## src/design/cdas_pkg.sv

```systemverilog
package cdas_pkg;

  // Reset values of the configuration registers.
  localparam logic [8:0] TOTAL_RESET    = 9'd92;
  localparam logic [8:0] RESERVED_RESET = 9'd2;

  // User byte codes that mark a directory entry as deleted.
  localparam logic [7:0] USER_DEL_E5 = 8'hE5;
  localparam logic [7:0] USER_DEL_47 = 8'h47;
  localparam logic [7:0] USER_DEL_4C = 8'h4C;

  // Byte positions inside a 32-byte entry.
  localparam logic [4:0] POS_USER      = 5'd0;
  localparam logic [4:0] POS_RO        = 5'd9;
  localparam logic [4:0] POS_SYS       = 5'd10;
  localparam logic [4:0] POS_ARC       = 5'd11;
  localparam logic [4:0] POS_XL        = 5'd12;
  localparam logic [4:0] POS_BC        = 5'd13;
  localparam logic [4:0] POS_XH        = 5'd14;
  localparam logic [4:0] POS_RC        = 5'd15;
  localparam logic [4:0] POS_ALLOC     = 5'd16;
  localparam logic [4:0] POS_LAST      = 5'd31;

  // Configuration register indexes.
  typedef enum logic {
    CFG_TOTAL    = 1'b0,
    CFG_RESERVED = 1'b1
  } cdas_cfg_idx_t;

  // Work the back end does for one queued command.
  typedef enum logic [1:0] {
    OP_SKIP  = 2'd0,
    OP_FIRST = 2'd1,
    OP_ALLOC = 2'd2,
    OP_START = 2'd3
  } cdas_op_t;

  typedef struct packed {
    logic       action;
    logic [7:0] dir_byte;
  } cdas_in_t;

  typedef struct packed {
    logic        deleted;
    logic [7:0]  user_number;
    logic        read_only;
    logic        system_file;
    logic        archived;
    logic [12:0] extent;
    logic [7:0]  record_count;
    logic [7:0]  last_record_bytes;
    logic [8:0]  free_blocks;
    logic        other_user_seen;
    logic        block_out_of_range;
  } cdas_out_t;

  // Command passed from the front end to the back end. The summary is
  // meaningful only on the last byte of an entry; the back end fills in
  // the free count and the range flag.
  typedef struct packed {
    cdas_op_t   op;
    logic [7:0] blk;
    logic       last;
    cdas_out_t  summary;
  } cdas_cmd_t;

  function automatic logic is_deleted(input logic [7:0] u);
    return (u == USER_DEL_E5) || (u == USER_DEL_47) || (u == USER_DEL_4C);
  endfunction

endpackage

```

## src/design/cpm_directory_alloc_scanner_top.sv

```systemverilog
// Channel         Direction  Handshake            Payload
// dir_item        in         push / full          cdas_in_t (action, dir_byte)
// entry_result    out        pop / empty          cdas_out_t, one per 32-byte entry
// configuration   in         cfg_we (no wait)     cfg_index, cfg_data
//
// One directory byte is taken every clock cycle while the command queue has room; the
// front end classifies it in the cycle it arrives, and the back end updates the allocation
// map one command per cycle unless a finished entry waits on a full result queue.
// The map word is read as a command leaves the queue; the compare and free-count update
// follow in the next stage, with a word just written passed straight to a read of it.
// Reset is synchronous; it loads 92 total and 2 reserved blocks and clears the map.
// The input stalls only when the command queue fills, which happens only while the
// result queue is full and a finished entry waits to be written into it.
module cpm_directory_alloc_scanner_top
  import cdas_pkg::*;
  #(parameter int MAX_BLOCKS = 256,
    parameter int CMD_DEPTH  = 2)
  (
  input  logic       clk,
  input  logic       rst,
  input  logic       push,
  input  cdas_in_t   dir_item,
  output logic       full,
  input  logic       pop,
  output cdas_out_t  entry_result,
  output logic       empty,
  input  logic       cfg_we,
  input  logic       cfg_index,
  input  logic [8:0] cfg_data
);

  // Configuration registers. Range checks use the current total; the map
  // layout is taken from them only when a start command reaches the back end.
  logic [8:0] total_blocks;
  logic [8:0] reserved_blocks;

  always_ff @(posedge clk) begin
    if (rst) begin
      total_blocks    <= TOTAL_RESET;
      reserved_blocks <= RESERVED_RESET;
    end else if (cfg_we) begin
      unique case (cdas_cfg_idx_t'(cfg_index))
        CFG_TOTAL:    total_blocks    <= cfg_data;
        CFG_RESERVED: reserved_blocks <= cfg_data;
        default: ;
      endcase
    end
  end

  logic      accept;
  logic      cmd_push;
  logic      cmd_full;
  cdas_cmd_t cmd_in;
  logic      cmd_pop;
  logic      cmd_empty;
  cdas_cmd_t cmd_head;
  logic      res_push;
  logic      res_full;
  cdas_out_t res_in;

  assign full   = cmd_full;
  assign accept = push && !cmd_full;

  // The front end owns the byte position and the captured entry fields.
  cdas_front u_front (
    .clk      (clk),
    .rst      (rst),
    .accept   (accept),
    .item     (dir_item),
    .cmd_push (cmd_push),
    .cmd      (cmd_in)
  );

  cdas_fifo #(
    .WIDTH ($bits(cdas_cmd_t)),
    .DEPTH (CMD_DEPTH)
  ) u_cmd_q (
    .clk     (clk),
    .rst     (rst),
    .push    (cmd_push),
    .wr_data (cmd_in),
    .full    (cmd_full),
    .pop     (cmd_pop),
    .rd_data (cmd_head),
    .empty   (cmd_empty)
  );

  // The back end owns the allocation map, the free count and the range flag.
  cdas_back #(
    .MAX_BLOCKS (MAX_BLOCKS)
  ) u_back (
    .clk             (clk),
    .rst             (rst),
    .total_blocks    (total_blocks),
    .reserved_blocks (reserved_blocks),
    .cmd_empty       (cmd_empty),
    .cmd             (cmd_head),
    .cmd_pop         (cmd_pop),
    .res_full        (res_full),
    .res_push        (res_push),
    .res             (res_in)
  );

  // Output queue: a finished item waits here while new bytes keep flowing.
  cdas_fifo #(
    .WIDTH ($bits(cdas_out_t)),
    .DEPTH (2)
  ) u_res_q (
    .clk     (clk),
    .rst     (rst),
    .push    (res_push),
    .wr_data (res_in),
    .full    (res_full),
    .pop     (pop),
    .rd_data (entry_result),
    .empty   (empty)
  );

  // The back end never pushes into a full result queue.
  a_no_res_overflow: assert property (@(posedge clk) disable iff (rst)
    res_push |-> !res_full)
    else $error("result queue overflow");

  // The front end never pushes into a full command queue.
  a_no_cmd_overflow: assert property (@(posedge clk) disable iff (rst)
    cmd_push |-> !cmd_full)
    else $error("command queue overflow");

  // The free count never exceeds the largest map.
  a_free_bound: assert property (@(posedge clk) disable iff (rst)
    res_push |-> (res_in.free_blocks <= 9'd256))
    else $error("free count out of bounds");

  // Reset leaves no stale item in the result queue.
  a_reset_empty: assert property (@(posedge clk)
    rst |=> empty)
    else $error("result queue not empty after reset");

endmodule

```

## src/design/cdas_fifo.sv

```systemverilog
module cdas_fifo
  #(parameter int WIDTH = 8,
    parameter int DEPTH = 2)
  (
  input  logic             clk,
  input  logic             rst,
  input  logic             push,
  input  logic [WIDTH-1:0] wr_data,
  output logic             full,
  input  logic             pop,
  output logic [WIDTH-1:0] rd_data,
  output logic             empty
);

  localparam int PW = (DEPTH > 1) ? $clog2(DEPTH) : 1;
  localparam int CW = $clog2(DEPTH + 1);

  logic [WIDTH-1:0] mem [DEPTH];
  logic [PW-1:0]    wr_ptr;
  logic [PW-1:0]    rd_ptr;
  logic [CW-1:0]    count;
  logic             do_push;
  logic             do_pop;

  assign full    = (count == CW'(DEPTH));
  assign empty   = (count == '0);
  assign do_push = push && !full;
  assign do_pop  = pop && !empty;
  assign rd_data = mem[rd_ptr];

  always_ff @(posedge clk) begin
    if (rst) begin
      wr_ptr <= '0;
      rd_ptr <= '0;
      count  <= '0;
    end else begin
      if (do_push) begin
        wr_ptr <= (wr_ptr == PW'(DEPTH - 1)) ? '0 : wr_ptr + 1'b1;
      end
      if (do_pop) begin
        rd_ptr <= (rd_ptr == PW'(DEPTH - 1)) ? '0 : rd_ptr + 1'b1;
      end
      if (do_push && !do_pop) begin
        count <= count + 1'b1;
      end else if (do_pop && !do_push) begin
        count <= count - 1'b1;
      end
    end
  end

  always_ff @(posedge clk) begin
    if (do_push) begin
      mem[wr_ptr] <= wr_data;
    end
  end

endmodule

```

## src/design/cdas_front.sv

```systemverilog
module cdas_front
  import cdas_pkg::*;
  (
  input  logic      clk,
  input  logic      rst,
  input  logic      accept,
  input  cdas_in_t  item,
  output logic      cmd_push,
  output cdas_cmd_t cmd
);

  logic [4:0] pos;
  logic [7:0] user;
  logic [2:0] flags;
  logic [4:0] xl;
  logic [7:0] bc;
  logic [7:0] xh;
  logic [7:0] rc;
  logic       nz_user;

  logic [7:0] user_eff;
  logic       dead;
  logic [2:0] flags_next;
  logic       nz_next;
  logic [7:0] b;

  assign b = item.dir_byte;

  always_comb begin
    user_eff   = (pos == POS_USER) ? b : user;
    dead       = is_deleted(user_eff);
    flags_next = (pos == POS_USER) ? 3'b000 : flags;
    if (pos == POS_RO)  flags_next[0] = flags_next[0] | b[7];
    if (pos == POS_SYS) flags_next[1] = flags_next[1] | b[7];
    if (pos == POS_ARC) flags_next[2] = flags_next[2] | b[7];
    nz_next = nz_user || ((pos == POS_USER) && !is_deleted(b) && (b != 8'd0));
  end

  // Classify the byte for the back end.
  always_comb begin
    cmd          = '0;
    cmd.blk      = b;
    cmd.last     = 1'b0;
    if (item.action) begin
      cmd.op = OP_START;
    end else begin
      priority if (pos == POS_USER) begin
        cmd.op = OP_FIRST;
      end else if ((pos >= POS_ALLOC) && !dead && (b != 8'd0)) begin
        cmd.op = OP_ALLOC;
      end else begin
        cmd.op = OP_SKIP;
      end
      cmd.last = (pos == POS_LAST);
    end
    cmd.summary.deleted         = dead;
    cmd.summary.user_number     = user_eff;
    cmd.summary.other_user_seen = nz_next;
    if (!dead) begin
      cmd.summary.read_only         = flags_next[0];
      cmd.summary.system_file       = flags_next[1];
      cmd.summary.archived          = flags_next[2];
      cmd.summary.extent            = {xh, xl};
      cmd.summary.record_count      = rc;
      cmd.summary.last_record_bytes = bc;
    end
  end

  assign cmd_push = accept;

  always_ff @(posedge clk) begin
    if (rst) begin
      pos     <= '0;
      nz_user <= 1'b0;
      user    <= '0;
      flags   <= '0;
    end else if (accept) begin
      if (item.action) begin
        pos     <= '0;
        nz_user <= 1'b0;
        user    <= '0;
        flags   <= '0;
      end else begin
        pos     <= pos + 1'b1;
        nz_user <= nz_next;
        user    <= user_eff;
        flags   <= flags_next;
      end
    end
  end

  always_ff @(posedge clk) begin
    if (accept && !item.action) begin
      if (pos == POS_XL) xl <= b[4:0];
      if (pos == POS_BC) bc <= b;
      if (pos == POS_XH) xh <= b;
      if (pos == POS_RC) rc <= b;
    end
  end

endmodule

```

## src/design/cdas_back.sv

```systemverilog
module cdas_back
  import cdas_pkg::*;
  #(parameter int MAX_BLOCKS = 256)
  (
  input  logic       clk,
  input  logic       rst,
  input  logic [8:0] total_blocks,
  input  logic [8:0] reserved_blocks,
  input  logic       cmd_empty,
  input  cdas_cmd_t  cmd,
  output logic       cmd_pop,
  input  logic       res_full,
  output logic       res_push,
  output cdas_out_t  res
);

  localparam int         WORDS   = (MAX_BLOCKS + 7) / 8;
  localparam int         WAW     = $clog2(WORDS);
  localparam logic [8:0] MAX_TOT = 9'(MAX_BLOCKS);
  localparam int RST_TOT = (int'(TOTAL_RESET) > MAX_BLOCKS) ? MAX_BLOCKS : int'(TOTAL_RESET);
  localparam int RST_RES = (int'(RESERVED_RESET) > RST_TOT) ? RST_TOT : int'(RESERVED_RESET);

  // Allocation map, eight blocks to a word. A word whose valid bit is clear has
  // not been written since the last start and reads as all free.
  logic [7:0]       map_mem [WORDS];
  logic [WORDS-1:0] word_valid;
  logic [7:0]       map_q;

  // Execute stage: the command whose map word was read at the previous pop.
  logic             ex_valid;
  cdas_cmd_t        ex_cmd;

  // Last word written by the execute stage, for a read issued at the same edge.
  logic             wr_valid;
  logic [WAW-1:0]   wr_addr;
  logic [7:0]       wr_word;

  logic [8:0]       res_snap;
  logic [8:0]       free_count;
  logic             range_err;

  logic [8:0]     eff_tot;
  logic [8:0]     eff_res;
  logic [8:0]     blk9;
  logic [WAW-1:0] rd_addr;
  logic [WAW-1:0] ex_addr;
  logic [2:0]     ex_bit;
  logic [7:0]     cur_word;
  logic [7:0]     word_next;
  logic           in_range;
  logic           used;
  logic           do_mark;
  logic [8:0]     free_next;
  logic           range_next;
  logic           ex_fire;

  assign rd_addr = cmd.blk[WAW+2:3];
  assign ex_addr = ex_cmd.blk[WAW+2:3];
  assign ex_bit  = ex_cmd.blk[2:0];

  always_comb begin
    eff_tot  = (total_blocks > MAX_TOT) ? MAX_TOT : total_blocks;
    eff_res  = (reserved_blocks > eff_tot) ? eff_tot : reserved_blocks;
    blk9     = {1'b0, ex_cmd.blk};
    in_range = (blk9 < eff_tot);
    priority if (wr_valid && (wr_addr == ex_addr)) begin
      cur_word = wr_word;
    end else if (word_valid[ex_addr]) begin
      cur_word = map_q;
    end else begin
      cur_word = 8'd0;
    end
    // A block never marked since the last start reads as used only if reserved.
    used      = cur_word[ex_bit] || (blk9 < res_snap);
    word_next = cur_word | (8'd1 << ex_bit);
    do_mark   = 1'b0;
    free_next  = free_count;
    range_next = range_err;
    unique case (ex_cmd.op)
      OP_FIRST: range_next = 1'b0;
      OP_ALLOC: begin
        if (!in_range) begin
          range_next = 1'b1;
        end else if (!used) begin
          do_mark = 1'b1;
          if (free_count != 9'd0) begin
            free_next = free_count - 1'b1;
          end
        end
      end
      OP_START: begin
        range_next = 1'b0;
        free_next  = eff_tot - eff_res;
      end
      OP_SKIP: ;
      default: ;
    endcase
  end

  assign ex_fire  = ex_valid && !(ex_cmd.last && res_full);
  assign cmd_pop  = !cmd_empty && (!ex_valid || ex_fire);
  assign res_push = ex_fire && ex_cmd.last;

  always_comb begin
    res                    = ex_cmd.summary;
    res.free_blocks        = free_next;
    res.block_out_of_range = ex_cmd.summary.deleted ? 1'b0 : range_next;
  end

  always_ff @(posedge clk) begin
    if (rst) begin
      ex_valid   <= 1'b0;
      ex_cmd     <= '0;
      wr_valid   <= 1'b0;
      word_valid <= '0;
      res_snap   <= 9'(RST_RES);
      free_count <= 9'(RST_TOT - RST_RES);
      range_err  <= 1'b0;
    end else begin
      if (cmd_pop) begin
        ex_valid <= 1'b1;
        ex_cmd   <= cmd;
      end else if (ex_fire) begin
        ex_valid <= 1'b0;
      end
      if (ex_fire) begin
        free_count <= free_next;
        range_err  <= range_next;
        wr_valid   <= do_mark;
        if (ex_cmd.op == OP_START) begin
          word_valid <= '0;
          res_snap   <= eff_res;
        end else if (do_mark) begin
          word_valid[ex_addr] <= 1'b1;
        end
      end
    end
  end

  always_ff @(posedge clk) begin
    if (cmd_pop) begin
      map_q <= map_mem[rd_addr];
    end
    if (ex_fire && do_mark) begin
      map_mem[ex_addr] <= word_next;
      wr_addr          <= ex_addr;
      wr_word          <= word_next;
    end
  end

endmodule

```

## config.mk

```make
export PLATFORM = sky130hd
export DESIGN_NAME = cpm_directory_alloc_scanner_top
export DESIGN_NICKNAME = d
export VERILOG_FILES = /design/src/design/cdas_pkg.sv /design/src/design/cpm_directory_alloc_scanner_top.sv /design/src/design/cdas_fifo.sv /design/src/design/cdas_front.sv /design/src/design/cdas_back.sv
export SDC_FILE = /design/constraint.sdc
export NUM_CORES = 1
export LEC_CHECK = 0
export BUFFER_PORTS_ARGS = -buffer_cell sky130_fd_sc_hd__buf_2
export CAP_MARGIN = 20
export CORE_ASPECT_RATIO = 0.9
export CORE_UTILIZATION = 62
export CTS_BUF_LIST = sky130_fd_sc_hd__clkbuf_4 sky130_fd_sc_hd__clkbuf_8
export DETAILED_ROUTE_END_ITERATION = 10
export GPL_TIMING_DRIVEN = 0
export PLACE_DENSITY = 0.79
export SYNTH_ARGS = -nofsm -noshare
export SYNTH_HDL_FRONTEND = slang
export SYNTH_HIERARCHICAL = 1
export SYNTH_SLANG_ARGS = --single-unit
```

## constraint.sdc

```tcl
create_clock -name clk -period 6 [get_ports clk]
set_clock_uncertainty 0.15 [all_clocks]
set_input_delay 0.9 -clock clk [delete_from_list [all_inputs] [get_ports clk]]
set_output_delay 0.9 -clock clk [all_outputs]
set_load 0.005 [all_outputs]
```

Word-level counts from Yosys, hierarchy flattened. Memories as Yosys holds them, arrays and structs flattened. A register that Yosys moved wholly into a read port is not among the register bits. Index checks and enable logic that the tools add are counted.

Multiplexer cells: 56. Reduce and logical (&&, ||, !) cells: 59. Eq/ne operators: 20. Shifts and indexed selects: 1. Add/subtract/negate cells: 11. Bitwise logic cells: 6. Order comparisons: 8.

Operators with widths (count): $mux 32 (3); $mux 9 (5); $eq 5x4->1 const B (7); $eq 8x7->1 const B (4); $mux 8 (4); $or 32x32->32 (1); $mux 1 (29); $logic_and 1x1->1 (21); $lt 8x9->1 (2); $pmux 9 s2 (1); $eq 8x8->1 const B (2); $reduce_and 2->1 (8); $mux 2 (7); $logic_not 1->1 (13); $gt 9x9->1 (1); $gt 9x9->1 const B (1); $reduce_bool 9->1 (1); $sub 9x1->9 const B (1); $sub 9x9->9 (1); $eq 2x2->1 const B (4); $or 8x8->8 (1); $reduce_bool 2->1 (4); $reduce_bool 8->1 (1); $shl 1x3->8 const A (1); other kinds (23) (38).

Register bits: 191. Output and inout bits: 54. Bits of input ports: 24. Memories kept: 3. Logic and storage cells: 200. Memory bits (writable): 466.

Memory list: u_back.map_mem (words 32, width 8, read ports 1, clocked after memory_dff 1, wr ports 1, line cdas_back.sv:25) `logic [7:0] map_mem [WORDS];`; u_cmd_q.mem (words 2, width 53, read ports 1, clocked after memory_dff 1, wr ports 1, line cdas_fifo.sv:18) `logic [WIDTH-1:0] mem [DEPTH];`; u_res_q.mem (words 2, width 52, read ports 1, clocked after memory_dff 1, wr ports 1, line cdas_fifo.sv:18).

Depth between registers and ports, before layout.
Depth in word-level cells: 13. Mapped depth: 22.

By module. Netlist, hierarchy kept.

Modules (own cells, without submodules): cdas_back (instances 1, cells an instance 1178, area each 16747.3 µm²); cdas_fifo (u_cmd_q) (instances 1, cells an instance 221, area each 4748.3 µm²); cdas_fifo (u_res_q) (instances 1, cells an instance 187, area each 3956.3 µm²); cdas_front (instances 1, cells an instance 221, area each 2409.8 µm²); cpm_directory_alloc_scanner_top (instances 1, cells an instance 78, area each 768.2 µm²).

Worst setup path after synthesis. No wires, ideal clock.

Path kind: reg-to-reg. From: reg total_blocks[8]. To: reg u_back.free_count[6]. Arrival: 3967 ps. Slack: 1756 ps. Stages on the path, launching flop included: 22. Path buffers: 1. Clock period less this slack: 4244 ps. Cells stage by stage: dfxtp_1 -> clkinv_1 -> nand2_1 -> ha_1 -> nand3_1 -> o21ai_0 -> a21oi_1 -> o21ai_0 -> o31a_1 -> clkbuf_1 -> mux2i_1 -> ha_1 -> inv_1 -> fa_1 -> a21o_1 -> a21oi_1 -> o21bai_1 -> a21oi_1 -> xnor2_1 -> nand2_1 -> o21ai_0 -> or3_1.

Word-level cells in the longest chain between the ends: 6. Elaborated cells between the ends (all ways): 8.

Ends and longest elaborated chain: start, declared (line cpm_directory_alloc_scanner_top.sv:34) `logic [8:0] total_blocks;`; start signal, assigned (line cpm_directory_alloc_scanner_top.sv:43) `CFG_TOTAL: total_blocks <= cfg_data;`; $gt 9x9->1 (line cdas_back.sv:62) `eff_tot = (total_blocks > MAX_TOT) ? MAX_TOT : total_blocks;`; $mux 9 * (line cdas_back.sv:62); $gt 9x9->1 (line cdas_back.sv:63) `eff_res = (reserved_blocks > eff_tot) ? eff_tot : reserved_blocks;`; $mux 9 * (line cdas_back.sv:63); named net u_back.eff_res[0] (line cdas_back.sv:43) `logic [8:0] eff_res;`; $sub 9x9->9 * (line cdas_back.sv:93) `free_next = eff_tot - eff_res;`; $pmux 9 s2 * (line cdas_back.sv:79) `unique case (ex_cmd.op)`; end signal, assigned (line cdas_back.sv:117) `free_count <= 9'(RST_TOT - RST_RES);`; end signal, assigned (line cdas_back.sv:127) `free_count <= free_next;`; end, declared (line cdas_back.sv:39) `logic [8:0] free_count;`.

Mark *: on every way through the listed nets, which the timed path passes. The rest lies on a longest branch. A chain may end at the register's enable or synchronous reset.

==> run_results.csv <==
group,metric,value,unit
die,design.portCount,78,
hold_path,hp-start,"u_back/res[50]$_SDFFE_PP0P_",
worst_setup_path,critPathMaxFanout,8,
routing,final_wirelength,62480,um
global_route,grt.total_usage,0.2781,
routing,drt-wirelength-per-cell,22.89,um
layout,area_delta_synth_final,12.84,%
worst_setup_path,critical-path-slowest-cell,"sky130_fd_sc_hd__mux2i_1",
sta,tightestPinTransition,1.086,ns
sta,final_period_minus_worst_setup_slack,5.124,ns
die,start_util,0.6297,
die,fp.coreArea,44210,sq um
sta,post-route-period-util,0.8541,
cts,cts_resized,0,
hold_path,hold_path_depth,2,
cts,max-clock-path-buffers,3,
place,port_buffers,76,
cts,clock-sinks,667,
sta,max_freq,0.1951,GHz
synthesis,synth.cell_area,27840,sq um
layout,finish.instance_area,31410,sq um
place,dpl_cell_area,29160,sq um
worst_setup_path,cp_cell_sequence,"clkinv_1 -> nand2_1 -> ha_1 -> nand3_1 -> o21ai_0 -> a21oi_1 -> o21ai_0 -> o31a_1 -> clkbuf_1 -> mux2i_1 -> ha_1 -> nor2b_1 -> o21ai_0 -> a21oi_1 -> o211ai_1 -> xor2_1 -> o22ai_1 -> a41o_1 -> nand2b_1",
hold_path,hold_end,"u_back/res[50]$_SDFFE_PP0P_",
layout,final_standard_cell_utilization_of_the_core,0.7105,
layout,drive_gt1_frac,0.2831,
place,gpl.final_weighted_congestion,0.9470,
routing,detailedRoute.firstPassIterationCount,6,
layout,most-common-layout-cells,"sky130_fd_sc_hd__edfxtp_1 (516), sky130_fd_sc_hd__nand2_1 (159), sky130_fd_sc_hd__dfxtp_1 (151)",
routing,route.detailed.vias_per_inst,6.055,
synthesis,syn-instance-count,1844,
cts,post-cts-setup-buffer-count,0,
die,fp.dieArea,45750,sq um
global_route,first_global_vias,16230,
power,p_leak,0.01077,uW
worst_setup_path,nature_of_the_critical_path_endpoint,"flip-flop",
cts,cts.hold.buffers_added,0,
layout,insertedDiodeCount,0,
sta,worst_slew_margin_rel,0.2732,
power,power.combinational.fraction,0.283,
run,drv_cap,0,
power,clkPwrFrac,0.280,
die,dieWidth,225.4,um
power,sequentialPowerShare,0.437,
cts,clock-root-buffer,"sky130_fd_sc_hd__clkbuf_8",
synthesis,yosys_warnings,6,
layout,layout_commonest_cell,"sky130_fd_sc_hd__edfxtp_1",
cts,clock_latency,0.70,ns
sta,final_max_slew_viol_count,0,
power,power.share.switching,0.3075,
global_route,overflow,0,
worst_setup_path,r2r_end,"u_res_q/mem[0][9]$_DFFE_PP_",
synthesis,avgSynthCellArea,15.10,sq um
sta,finalHoldViolations,0,
place,dp_hpwl,42370,um
worst_setup_path,timing.reg2reg.setup_slack,0.88,ns
routing,vias,16530,
power,total_power,13430,uW
global_route,largest_net_degree_at_the_start_of_global_routing,34,
layout,final_nets,2108,
power,max_rail_drop_vdd,0.2897,mV
worst_setup_path,rr_startpoint,"total_blocks[8]$_SDFFE_PP0P_",
worst_setup_path,arrival_time_at_the_worst_endpoint,5.37,ns
die,core.rowCount,73,
worst_setup_path,worst_r2r_path_depth,19,
sta,grt_setup_unrepaired,"no",
routing,detail_route.iter0.violations,1913,
power,power.switching,4128,uW
die,floorplan.die.height,203.0,um
cts,worst_setup_hold_path_clk_slew,0.06,ns
status,result_of_the_run,"finished, final reports clean",
cts,cts_max_level,3,
sta,total_setup_violations_reported_at_the_end_of_the_flow,0,
global_route,antenna_found_initial,1,
routing,antenna_left,0,
worst_setup_path,required,6.25,ns
global_route,grt_pass1_wl,94750,um
worst_setup_path,timing.setup.critical_path_class,"reg -> reg",
cts,tritoncts,"done",
worst_setup_path,cp-start-kind,"flip-flop",
power,cellInternalPower,9297,uW
worst_setup_path,cpMostUsedCell,"sky130_fd_sc_hd__o21ai_0",
cts,numCtsBuffers,101,
synthesis,mappedNetlistNets,1909,
worst_setup_path,cpPeakStageDelay,0.51,ns
power,power_density,427.4,nW/um^2
hold_path,min_path_type,"reg -> reg",
routing,detail_route.drc_violations,0,
[power by group through the flow]
stage	sequential [uW]	combinational, uW	clock [uW]
after CTS	5870	3710	3820
final	5870	3790	3760
after global placement	5960	3530	0
after floorplan	5870	2540	0
after detailed placement	5960	3680	0
after global routing	5900	4040	4020
[metal layers]
layer | GRT usage | vias to the layer above | part of all wire
li1 | - | 7380 | -
met1 | 0.4079 | 8263 | 0.43
met2 | 0.4225 | 782 | 0.46
met3 | 0.06382 | 102 | 0.089
met4 | 0.07362 | 2 | 0.021
met5 | 0 | - | 0.00013
[stage by stage]
step / setup TNS (ns) / cells / hold WS, ns / worst slack (ns)
after global placement: -33.70 / 2520 / 0.2952 / -1.024
final: 0 / 2730 / 0.3078 / 0.8755
after global routing: 0 / 2730 / 0.3256 / 0.5154
after detailed placement: 0 / 2532 / 0.2986 / 0.9694
after floorplan: 0 / 1844 / 0.2866 / 1.756
after CTS: 0 / 2722 / 0.3044 / 0.9447
[worst max-delay path by stage]
stage                     cells after the start                    startpoint  slack, ns                           endpoint
after floorplan                              21  total_blocks[8]$_SDFFE_PP0P_       1.76  u_back/free_count[6]$_SDFFE_PP1P_
after CTS                                    19  total_blocks[8]$_SDFFE_PP0P_       0.94        u_res_q/mem[0][9]$_DFFE_PP_
final                                        19  total_blocks[8]$_SDFFE_PP0P_       0.88        u_res_q/mem[0][9]$_DFFE_PP_
after global placement                        3   u_back/blk9[1]$_SDFFE_PP0P_      -1.02     u_back/map_mem[8][2]$_DFFE_PP_
after global routing                         19  total_blocks[8]$_SDFFE_PP0P_       0.52        u_res_q/mem[0][9]$_DFFE_PP_
after detailed placement                     19  total_blocks[8]$_SDFFE_PP0P_       0.97        u_res_q/mem[0][9]$_DFFE_PP_
[critical path, delay by kind of cell (launching register included)]
kind	cells	cell delay, ns
compound gates	9	1.62
xor+xnor	1	0.29
fa+ha+maj	2	0.48
buf+inv	2	0.70
flops	1	0.45
mux	1	0.51
simple gates	4	0.64
[area by class of cell]
| cell class | count | area (sq um) |
|---|---|---|
| fill | 2808 | 12800 |
| sequential | 667 | 18520 |
| multi-input combinational | 986 | 8352 |
| inverter | 40 | 150.1 |
| buffer | 151 | 853.3 |
| clock buffer | 157 | 1886 |
| clock inverter | 33 | 192.7 |
| timing repair buffer | 96 | 709.4 |
| tap | 600 | 750.7 |
[state kept, by name, indices dropped and copies added (netlist names), 3 cells and up, named ones only]
| register | count |
|---|---|
| u_front/rc | 8 |
| u_front/bc | 8 |
| u_back/word_valid | 32 |
| u_front/flags | 3 |
| u_back/map_mem | 256 |
| u_front/pos | 5 |
| total_blocks | 9 |
| u_back/ex_cmd | 3 |
| u_back/blk9 | 8 |
| u_back/wr_addr | 5 |
| u_back/res_snap | 9 |
| u_back/free_count | 9 |
| u_back/res | 42 |
| u_back/map_q | 8 |
| u_cmd_q/mem | 106 |
| u_front/xl | 5 |
| u_back/wr_word | 8 |
| reserved_blocks | 9 |
| u_front/user | 8 |
| u_front/xh | 8 |
| u_res_q/mem | 104 |
Power figures use the tool's default switching activity.
